File: config.mk
export PLATFORM = sky130hd
export DESIGN_NAME = linear_gradient_color
export DESIGN_NICKNAME = d
export VERILOG_FILES = /design/src/rtl/lgc_pkg.sv /design/src/rtl/lgc_blend.sv /design/src/rtl/linear_gradient_color.sv
export VERILOG_INCLUDE_DIRS = /design/src /design/src/rtl
export SDC_FILE = /design/constraint.sdc
export NUM_CORES = 2
export LEC_CHECK = 0
export BUFFER_PORTS_ARGS = -buffer_cell sky130_fd_sc_hd__buf_2
export CAP_MARGIN = 40
export CORE_MARGIN = 4
export CORE_UTILIZATION = 47
export CTS_BUF_LIST = sky130_fd_sc_hd__clkbuf_4
export CTS_CLUSTER_DIAMETER = 120
export DETAILED_ROUTE_END_ITERATION = 16
export REMOVE_ABC_BUFFERS = 1
export SETUP_SLACK_MARGIN = 0.15
export SYNTH_ARGS = -nofsm -noshare
export SYNTH_HDL_FRONTEND = slang
export SYNTH_SLANG_ARGS = --single-unit
File: constraint.sdc
create_clock -name clock -period 11.2 [get_ports clock]
set_clock_uncertainty 0.2 [all_clocks]
set_input_delay 2.8 -clock clock [delete_from_list [all_inputs] [get_ports clock]]
set_output_delay 2.8 -clock clock [all_outputs]
set_load 0.005 [all_outputs]
File: src/rtl/linear_gradient_color_assert.svh
// ----------------------------------------------------------------------------
// Linear gradient color: assertion macros
// Concurrent check macros used by the top-level gradient RTL; empty for synthesis.
// ----------------------------------------------------------------------------
`ifndef LINEAR_GRADIENT_COLOR_ASSERT_SVH
`define LINEAR_GRADIENT_COLOR_ASSERT_SVH

`ifndef SYNTHESIS

`define LGC_ASSERT_IMPLY(label, clk, rst, ante, cons) \
   label: assert property (@(posedge clk) disable iff (rst) (ante) |-> (cons)) \
      else $error("linear_gradient_color: assertion failed");

`define LGC_ASSERT_NEXT(label, clk, rst, ante, cons) \
   label: assert property (@(posedge clk) disable iff (rst) (ante) |=> (cons)) \
      else $error("linear_gradient_color: assertion failed");

`else

`define LGC_ASSERT_IMPLY(label, clk, rst, ante, cons)

`define LGC_ASSERT_NEXT(label, clk, rst, ante, cons)

`endif

`endif

File: src/rtl/lgc_pkg.sv
// ----------------------------------------------------------------------------
// Linear gradient color package
// Widths, register indexes, mode and class codes, reciprocal constants.
// ----------------------------------------------------------------------------
package lgc_pkg;

   localparam int COORD_BITS  = 12;
   localparam int OFF_W       = COORD_BITS + 1;
   localparam int SPAN_W      = COORD_BITS + 1;
   localparam int PCT_W       = 7;
   localparam int MAG_W       = OFF_W + PCT_W;
   localparam int CH_W        = 8;
   localparam int COLOR_W     = 4 * CH_W;
   localparam int SUM_W       = CH_W + PCT_W;
   localparam int RECIP_W     = 13;
   localparam int PROD_W      = SUM_W + RECIP_W;
   localparam int RECIP_SHIFT = 19;
   localparam int DIV_STEPS_A = 3;
   localparam int DIV_STEPS_B = PCT_W - DIV_STEPS_A;

   localparam logic [PCT_W-1:0]   PCT_FULL  = 7'd100;
   localparam logic [RECIP_W-1:0] RECIP_100 = 13'd5243;

   localparam int CSR_IDX_W  = 3;
   localparam int CSR_DATA_W = 32;
   localparam logic [CSR_IDX_W-1:0] CSR_FILL_MODE   = 3'd0;
   localparam logic [CSR_IDX_W-1:0] CSR_COLOR_START = 3'd1;
   localparam logic [CSR_IDX_W-1:0] CSR_COLOR_END   = 3'd2;
   localparam logic [CSR_IDX_W-1:0] CSR_ORIGIN_X    = 3'd3;
   localparam logic [CSR_IDX_W-1:0] CSR_ORIGIN_Y    = 3'd4;
   localparam logic [CSR_IDX_W-1:0] CSR_SPAN        = 3'd5;

   localparam int MODE_W = 2;
   localparam logic [MODE_W-1:0] MODE_SOLID = 2'd0;
   localparam logic [MODE_W-1:0] MODE_HORIZ = 2'd1;
   localparam logic [MODE_W-1:0] MODE_VERT  = 2'd2;

   localparam int CLS_W = 2;
   localparam logic [CLS_W-1:0] CLS_START = 2'd0;
   localparam logic [CLS_W-1:0] CLS_END   = 2'd1;
   localparam logic [CLS_W-1:0] CLS_BLEND = 2'd2;

   typedef struct packed {
      logic             valid;
      logic [CLS_W-1:0] cls;
   } lgc_ctl_type;

endpackage

File: src/rtl/lgc_blend.sv
// ----------------------------------------------------------------------------
// Linear gradient color: channel blend
// Weighted sum of start and end channel, then scaled by the reciprocal of 100.
// ----------------------------------------------------------------------------
module lgc_blend import lgc_pkg::*; (
   input  logic              clock,
   input  logic              reset,
   input  logic              adv,
   input  lgc_ctl_type       ctl,
   input  logic [PCT_W-1:0]  pct,
   input  logic [CH_W-1:0]   c_start,
   input  logic [CH_W-1:0]   c_end,
   output lgc_ctl_type       ctl_out,
   output logic [PROD_W-1:0] prod
);

   logic [PCT_W-1:0]  inv_pct;
   logic [SUM_W-1:0]  part_start;
   logic [SUM_W-1:0]  part_end;
   logic [SUM_W-1:0]  sum_in;
   logic [SUM_W-1:0]  sum_ff;
   logic [PROD_W-1:0] prod_in;
   logic [PROD_W-1:0] prod_ff;
   lgc_ctl_type       ctl_sum_ff;
   lgc_ctl_type       ctl_prod_ff;

   assign inv_pct    = PCT_FULL - pct;
   assign part_start = SUM_W'(inv_pct) * SUM_W'(c_start);
   assign part_end   = SUM_W'(pct) * SUM_W'(c_end);
   assign sum_in     = part_start + part_end;
   assign prod_in    = PROD_W'(sum_ff) * PROD_W'(RECIP_100);

   always_ff @(posedge clock) begin
      if (adv) begin
         sum_ff          <= sum_in;
         prod_ff         <= prod_in;
         ctl_sum_ff.cls  <= ctl.cls;
         ctl_prod_ff.cls <= ctl_sum_ff.cls;
      end
      if (reset) begin
         ctl_sum_ff.valid  <= 1'b0;
         ctl_prod_ff.valid <= 1'b0;
      end else if (adv) begin
         ctl_sum_ff.valid  <= ctl.valid;
         ctl_prod_ff.valid <= ctl_sum_ff.valid;
      end
   end

   assign prod    = prod_ff;
   assign ctl_out = ctl_prod_ff;

endmodule

File: src/rtl/linear_gradient_color.sv
// ----------------------------------------------------------------------------
// Linear gradient color
// Fill color of one pixel under a solid, horizontal or vertical ARGB gradient.
// ----------------------------------------------------------------------------
// Usage:
//   Configure through the csr_ write port while the block is idle: fill mode,
//   start and end color, gradient origin and signed span.
//   Send pixel coordinates as req_ beats (req_valid, req_stall). Each beat
//   yields one rsp_ beat carrying red, green, blue and alpha, in order.
//   Throughput: one beat per cycle while rsp_stall does not hold a valid
//   result, set by the seven-stage pipeline (offset, scale by 100, two
//   divide stages, weighted sum, reciprocal multiply, output select), all
//   stages advancing together.
//   The percentage comes from a 7-bit restoring divide split over two stages.
//   Reset (synchronous, active high) empties the pipeline and loads the
//   register defaults: solid mode, black colors, origin 0, span 1.
//   req_stall stays high while reset is asserted.
//   When rsp_stall holds a valid result, the whole pipeline freezes and
//   req_stall rises in the same cycle; nothing is dropped or repeated.
// ----------------------------------------------------------------------------
`include "linear_gradient_color_assert.svh"

module linear_gradient_color import lgc_pkg::*; (
   input  logic                  clock,
   input  logic                  reset,
   input  logic                  csr_wr_en,
   input  logic [CSR_IDX_W-1:0]  csr_index,
   input  logic [CSR_DATA_W-1:0] csr_wdata,
   input  logic                  req_valid,
   output logic                  req_stall,
   input  logic [COORD_BITS-1:0] req_pixel_x,
   input  logic [COORD_BITS-1:0] req_pixel_y,
   output logic                  rsp_valid,
   input  logic                  rsp_stall,
   output logic [CH_W-1:0]       rsp_red,
   output logic [CH_W-1:0]       rsp_green,
   output logic [CH_W-1:0]       rsp_blue,
   output logic [CH_W-1:0]       rsp_alpha
);

   logic [MODE_W-1:0]     fill_mode_ff;
   logic [COLOR_W-1:0]    color_start_ff;
   logic [COLOR_W-1:0]    color_end_ff;
   logic [COORD_BITS-1:0] origin_x_ff;
   logic [COORD_BITS-1:0] origin_y_ff;
   logic [SPAN_W-1:0]     span_ff;
   logic [SPAN_W-1:0]     span_mag_ff;
   logic [MAG_W-1:0]      span100_ff;

   logic adv;

   logic [COORD_BITS-1:0] sel_px;
   logic [COORD_BITS-1:0] sel_org;
   logic [OFF_W-1:0]      off_in;
   logic                  solid_in;
   logic [OFF_W-1:0]      off_s1_ff;
   logic                  solid_s1_ff;
   logic                  valid_s1_ff;

   logic [OFF_W-1:0] abs_off;
   logic [MAG_W-1:0] mag_in;
   logic [MAG_W-1:0] mag_s2_ff;
   logic             start_s2_ff;
   logic             valid_s2_ff;

   logic [CLS_W-1:0] cls_in;
   logic [MAG_W-1:0] rem_a;
   logic [PCT_W-1:0] q_a;
   logic [MAG_W-1:0] trial_a;
   logic [MAG_W-1:0] rem_s3_ff;
   logic [PCT_W-1:0] q_s3_ff;
   lgc_ctl_type      ctl_s3_ff;

   logic [MAG_W-1:0] rem_b;
   logic [PCT_W-1:0] q_b;
   logic [MAG_W-1:0] trial_b;
   logic [PCT_W-1:0] pct_s4_ff;
   lgc_ctl_type      ctl_s4_ff;

   lgc_ctl_type       ctl_ch [4];
   logic [PROD_W-1:0] prod_ch [4];
   logic [CH_W-1:0]   mix_ch [4];
   logic [CH_W-1:0]   out_ch_in [4];

   logic            rsp_valid_ff;
   logic [CH_W-1:0] rsp_red_ff;
   logic [CH_W-1:0] rsp_green_ff;
   logic [CH_W-1:0] rsp_blue_ff;
   logic [CH_W-1:0] rsp_alpha_ff;

   // configuration registers
   always_ff @(posedge clock) begin
      if (reset) begin
         fill_mode_ff   <= MODE_SOLID;
         color_start_ff <= '0;
         color_end_ff   <= '0;
         origin_x_ff    <= '0;
         origin_y_ff    <= '0;
         span_ff        <= SPAN_W'(1);
      end else if (csr_wr_en) begin
         case (csr_index)
            CSR_FILL_MODE:   fill_mode_ff   <= csr_wdata[MODE_W-1:0];
            CSR_COLOR_START: color_start_ff <= csr_wdata[COLOR_W-1:0];
            CSR_COLOR_END:   color_end_ff   <= csr_wdata[COLOR_W-1:0];
            CSR_ORIGIN_X:    origin_x_ff    <= csr_wdata[COORD_BITS-1:0];
            CSR_ORIGIN_Y:    origin_y_ff    <= csr_wdata[COORD_BITS-1:0];
            CSR_SPAN:        span_ff        <= csr_wdata[SPAN_W-1:0];
            default: ;
         endcase
      end
   end

   // span magnitude and its hundredfold, derived from static configuration
   always_ff @(posedge clock) begin
      span_mag_ff <= span_ff[SPAN_W-1] ? (SPAN_W'(0) - span_ff) : span_ff;
      span100_ff  <= MAG_W'(span_mag_ff) * MAG_W'(PCT_FULL);
   end

   assign adv       = !rsp_valid_ff || !rsp_stall;
   assign req_stall = !adv || reset;

   // stage 1: offset from origin along the chosen axis
   assign sel_px   = (fill_mode_ff == MODE_HORIZ) ? req_pixel_x : req_pixel_y;
   assign sel_org  = (fill_mode_ff == MODE_HORIZ) ? origin_x_ff : origin_y_ff;
   assign off_in   = {sel_px[COORD_BITS-1], sel_px} - {sel_org[COORD_BITS-1], sel_org};
   assign solid_in = !((fill_mode_ff == MODE_HORIZ) || (fill_mode_ff == MODE_VERT))
                     || (span_ff == '0);

   // stage 2: magnitude times 100, early start-color decision
   assign abs_off = off_s1_ff[OFF_W-1] ? (OFF_W'(0) - off_s1_ff) : off_s1_ff;
   assign mag_in  = MAG_W'(abs_off) * MAG_W'(PCT_FULL);

   // stage 3: classify, upper quotient bits
   always_comb begin
      if (start_s2_ff || (mag_s2_ff < MAG_W'(span_mag_ff))) begin
         cls_in = CLS_START;
      end else if (mag_s2_ff >= span100_ff) begin
         cls_in = CLS_END;
      end else begin
         cls_in = CLS_BLEND;
      end
      rem_a   = mag_s2_ff;
      q_a     = '0;
      trial_a = '0;
      for (int k = 0; k < DIV_STEPS_A; k++) begin
         trial_a = MAG_W'(span_mag_ff) << (PCT_W - 1 - k);
         if (rem_a >= trial_a) begin
            rem_a             = rem_a - trial_a;
            q_a[PCT_W-1-k]    = 1'b1;
         end
      end
   end

   // stage 4: lower quotient bits
   always_comb begin
      rem_b   = rem_s3_ff;
      q_b     = q_s3_ff;
      trial_b = '0;
      for (int k = 0; k < DIV_STEPS_B; k++) begin
         trial_b = MAG_W'(span_mag_ff) << (DIV_STEPS_B - 1 - k);
         if (rem_b >= trial_b) begin
            rem_b                   = rem_b - trial_b;
            q_b[DIV_STEPS_B-1-k]    = 1'b1;
         end
      end
   end

   always_ff @(posedge clock) begin
      if (adv) begin
         off_s1_ff   <= off_in;
         solid_s1_ff <= solid_in;
         mag_s2_ff   <= mag_in;
         start_s2_ff <= solid_s1_ff || (off_s1_ff == '0)
                        || (off_s1_ff[OFF_W-1] != span_ff[SPAN_W-1]);
         rem_s3_ff   <= rem_a;
         q_s3_ff     <= q_a;
         ctl_s3_ff.cls <= cls_in;
         pct_s4_ff   <= q_b;
         ctl_s4_ff.cls <= ctl_s3_ff.cls;
      end
      if (reset) begin
         valid_s1_ff     <= 1'b0;
         valid_s2_ff     <= 1'b0;
         ctl_s3_ff.valid <= 1'b0;
         ctl_s4_ff.valid <= 1'b0;
      end else if (adv) begin
         valid_s1_ff     <= req_valid;
         valid_s2_ff     <= valid_s1_ff;
         ctl_s3_ff.valid <= valid_s2_ff;
         ctl_s4_ff.valid <= ctl_s3_ff.valid;
      end
   end

   // stages 5 and 6: per-channel blend; channel 0 red, 1 green, 2 blue, 3 alpha
   for (genvar ch = 0; ch < 4; ch++) begin : g_ch
      localparam int SH = (ch == 3) ? 3 * CH_W : (2 - ch) * CH_W;

      lgc_blend u_blend (
         .clock   (clock),
         .reset   (reset),
         .adv     (adv),
         .ctl     (ctl_s4_ff),
         .pct     (pct_s4_ff),
         .c_start (color_start_ff[SH +: CH_W]),
         .c_end   (color_end_ff[SH +: CH_W]),
         .ctl_out (ctl_ch[ch]),
         .prod    (prod_ch[ch])
      );

      assign mix_ch[ch] = prod_ch[ch][RECIP_SHIFT +: CH_W];

      always_comb begin
         case (ctl_ch[0].cls)
            CLS_START: out_ch_in[ch] = color_start_ff[SH +: CH_W];
            CLS_END:   out_ch_in[ch] = color_end_ff[SH +: CH_W];
            default:   out_ch_in[ch] = mix_ch[ch];
         endcase
      end
   end

   // stage 7: output register
   always_ff @(posedge clock) begin
      if (reset) begin
         rsp_valid_ff <= 1'b0;
      end else if (adv) begin
         rsp_valid_ff <= ctl_ch[0].valid;
      end
   end

   always_ff @(posedge clock) begin
      if (adv) begin
         rsp_red_ff   <= out_ch_in[0];
         rsp_green_ff <= out_ch_in[1];
         rsp_blue_ff  <= out_ch_in[2];
         rsp_alpha_ff <= out_ch_in[3];
      end
   end

   assign rsp_valid = rsp_valid_ff;
   assign rsp_red   = rsp_red_ff;
   assign rsp_green = rsp_green_ff;
   assign rsp_blue  = rsp_blue_ff;
   assign rsp_alpha = rsp_alpha_ff;

   `LGC_ASSERT_IMPLY(a_blend_pct_range, clock, reset,
      ctl_s4_ff.valid && (ctl_s4_ff.cls == CLS_BLEND),
      (pct_s4_ff != '0) && (pct_s4_ff < PCT_FULL))
   `LGC_ASSERT_NEXT(a_reset_empties, clock, 1'b0, reset,
      !rsp_valid_ff && !valid_s1_ff && !ctl_s4_ff.valid)
   `LGC_ASSERT_NEXT(a_freeze_holds, clock, reset, !adv,
      $stable(ctl_s4_ff) && $stable(pct_s4_ff) && $stable(valid_s2_ff))
   `LGC_ASSERT_IMPLY(a_start_below_one, clock, reset,
      valid_s2_ff && !start_s2_ff && (mag_s2_ff < MAG_W'(span_mag_ff)),
      cls_in == CLS_START)

endmodule
==> impl_metrics.json <==
{
  "status": "finished clean",
  "syn-cell-area_sq_mm": 0.0485,
  "syn_avg_cell_area_sq_um": 9.61,
  "cpMaxStageDelayCell": "fa_1",
  "final.min_clock_period_ns": 10.02,
  "ios": 98,
  "maxSlewViolCount": 0,
  "die_w_microns": 329,
  "async_reset_ff_frac": 0,
  "drtPass1Iterations": 5,
  "min_to": "span100_ff[4]",
  "cts.clk_slew.worst_paths_ns": 0.06,
  "fmax_mhz": 99.8,
  "cts_sinks": 334,
  "synth_flop_cell": "edfxtp_1",
  "rsz0062_at_grt": "false",
  "synth_compound_area_frac": 0.0810,
  "critical_path_buf_inv_count": 4,
  "htreeDepth": 3,
  "drive_gt1_frac": 0.0752,
  "hpwl_microns": 89300,
  "placeableCoreArea_sq_mm": 0.102,
  "synth_top_family_by_area": "adder cells",
  "irDropWorstVdd_v": 0.000322,
  "ys_warn_count": 0,
  "hold_viol": 0,
  "start_kind": "flip-flop",
  "wl_per_cell_microns": 16.8,
  "cts_hold_buf": 0,
  "synth_xor_area_frac": 0.0394,
  "synth-adder-area-share": 0.473,
  "hp-start": "span_mag_ff[2]",
  "cap_violations": 0,
  "die_h_microns": 329,
  "io_buffer_count": 97,
  "routed_wl_microns": 111000,
  "viasPerCell": 5.13,
  "clockBufferDepth": 3,
  "leakage_nw": 26.1,
  "grt.overflow.total": 0,
  "die_area_sq_mm": 0.108,
  "slew_headroom": 0.398,
  "hold_path_class": "reg2reg",
  "worst-r2r-setup-slack_ns": 1.18,
  "numCtsBuffers": 103,
  "clk_latency_ns": 0.95,
  "grt_max_degree": 76,
  "synthToLayoutAreaGrowth_pct": 7.24,
  "dr_total_vias": 33994,
  "required_ns": 11.65,
  "crit_arrival_ns": 10.47,
  "grt_pass1_vias": 35039,
  "syn_inst": 5045,
  "finalCritPeriodShare": 0.895,
  "synth-seq-cells": 334,
  "drt_iter0_markers": 1740,
  "remaining_drc_errors": 0,
  "crit_type": "reg2reg",
  "path_delay_family": "compound AO/OA/AOI/OAI gates",
  "reg2reg_to": "pct_s4_ff[0]",
  "synth-simple-area-share": 0.120,
  "grt_pass1_wl_microns": 185000,
  "reg2reg_from": "span_mag_ff[2]",
  "muxShareOfSynthArea": 0.0224,
  "grt_usage": 0.213,
  "place_congestion": 0.900,
  "worstMarginPinSlew_ns": 0.903,
  "final_util": 0.510,
  "fin_nets": 6683,
  "finalSetupTns_ns": 0,
  "crit_fanout": 22,
  "finalSetupViolCount": 0,
  "cpPeakStageDelay_ns": 0.48,
  "cts_tree": "done",
  "yosysUniqueCellTypes": 84,
  "root_buffer": "clkbuf_4",
  "pre_cts_ws_ns": 0.937,
  "start_util": 0.475,
  "synth.yosys.seq_area_share": 0.178,
  "crit_top_cell": "a21o_1",
  "postCtsSetupRepairBufs": 0,
  "r2r_cells": 42,
  "finalWorstSetupSlack_ns": 1.18,
  "end_kind": "flip-flop",
  "antenna_found_initial": 22,
  "synth-edff-count": 193,
  "post_dp_cell_area_sq_mm": 0.0506,
  "hold_path_depth": 0,
  "detail-route-antenna-nets": 0,
  "stdcell_area_sq_mm": 0.0520,
  "rows": 117,
  "p_per_area_mw_per_mm2": 284
}
[Yosys cell counts, types with 9 or more instances]
master     number  area share
a2111oi_0       9      0.0016
a21boi_0       12      0.0019
a21o_1         55      0.0085
a21oi_1       270       0.028
a31oi_1        10      0.0013
and2_1        298       0.038
and3_1         18      0.0023
buf_1          15      0.0012
clkbuf_1      112      0.0087
dfxtp_1       141       0.058
edfxtp_1      193        0.12
fa_1          615        0.25
ha_1          850        0.22
inv_1         974       0.075
mux2_2         40      0.0093
mux2i_1        54       0.011
nand2_1       510       0.039
nand2b_1       34      0.0044
nand3_1        44      0.0045
nand4_1        12      0.0015
nor2_1        125      0.0097
nor2b_1        36      0.0046
nor3_1         43      0.0044
nor4_1         14      0.0018
o211ai_1       13      0.0020
o21a_1         34      0.0053
o21ai_0       118       0.012
o21bai_1       25      0.0039
o31ai_1        16      0.0025
or3_1          12      0.0015
xnor2_1       167       0.030
xor2_1         51      0.0092
[timing repair]
| item | CTS | global route |
|---|---|---|
| resized for setup | 0 | 3 |
| hold endpoints to repair | 0 | 0 |
| endpoints found under the setup margin | 0 | 1 |
[worst max path at each step]
stage	from	to	slack, ns	depth (start not counted)
floorplan	rsp_stall	req_stall	0.98	2
global placement	span_mag_ff[1]	pct_s4_ff[0]	1.07	43
detailed placement	span_mag_ff[1]	pct_s4_ff[0]	0.94	43
CTS	span_mag_ff[1]	pct_s4_ff[0]	0.87	43
global route	span_mag_ff[2]	pct_s4_ff[0]	0.19	44
finish	span_mag_ff[2]	pct_s4_ff[0]	1.18	42
[stage by stage]
step                std cells  hold WS (ns)  total power [mW]
floorplan                4909         0.151              10.9
global route             6612         0.220              16.7
finish                   6621         0.203              14.8
CTS                      6609         0.209              14.9
detailed placement       6417         0.192              13.5
global placement         6411         0.179              13.4
[area by class of cell]
class	instances	area, sq um
Fill cell	9639	50000
Multi-Input combinational cell	3601	35700
Sequential cell	334	8620
Inverter	974	3660
Tap cell	1368	1710
Clock buffer	153	1150
Timing Repair Buffer	140	887
Clock inverter	39	208
Antenna cell	12	30.0
[flip-flops by register name, summed over array words and instances, names as in the netlist, 7 cells and up]
signal / flops
color_start_ff: 32
rsp_blue: 8
rem_s3_ff: 18
off_s1_ff: 13
rsp_green: 8
g_ch.u_blend.prod: 32
mag_s2_ff: 18
origin_y_ff: 12
origin_x_ff: 12
span100_ff: 18
color_end_ff: 32
rsp_alpha: 8
rsp_red: 8
pct_s4_ff: 7
span_mag_ff: 13
span_ff: 13
g_ch.u_blend.sum_ff: 60
[report_power, final]
group / total (mW) / internal, mW / switching [mW]
Sequential: 2.01 / 1.72 / 0.290
Combinational: 11.5 / 5.25 / 6.26
Clock: 1.26 / 0.652 / 0.610
Total: 14.8 / 7.62 / 7.16
[metal layers]
metal  part of all wire  GRT usage
met1               0.47      0.298
met2               0.46      0.347
met3              0.051     0.0360
met4              0.020     0.0515
met5            0.00084          0
[cells by family after synthesis]
group                    Yosys count
adder cells (fa/ha/maj)         1465
multiplexers                     101
buffers and inverters           1110
XOR/XNOR                         218
flip-flops                       334
AND/OR/NAND/NOR                 1184
AO/OA/AOI/OAI                    633
[cells in the final DEF (no fill, tap or decap), types with 54 or more instances in the layout]
cell,n
o21ai_0,116
dfxtp_1,140
ha_1,850
a21o_1,55
clkbuf_4,153
fa_1,615
nor2_1,123
inv_1,974
xnor2_1,165
buf_2,96
edfxtp_1,193
a21oi_1,270
mux2i_1,54
nand2_1,509
and2_1,298
No activity file was read; power rests on OpenSTA's default activity.
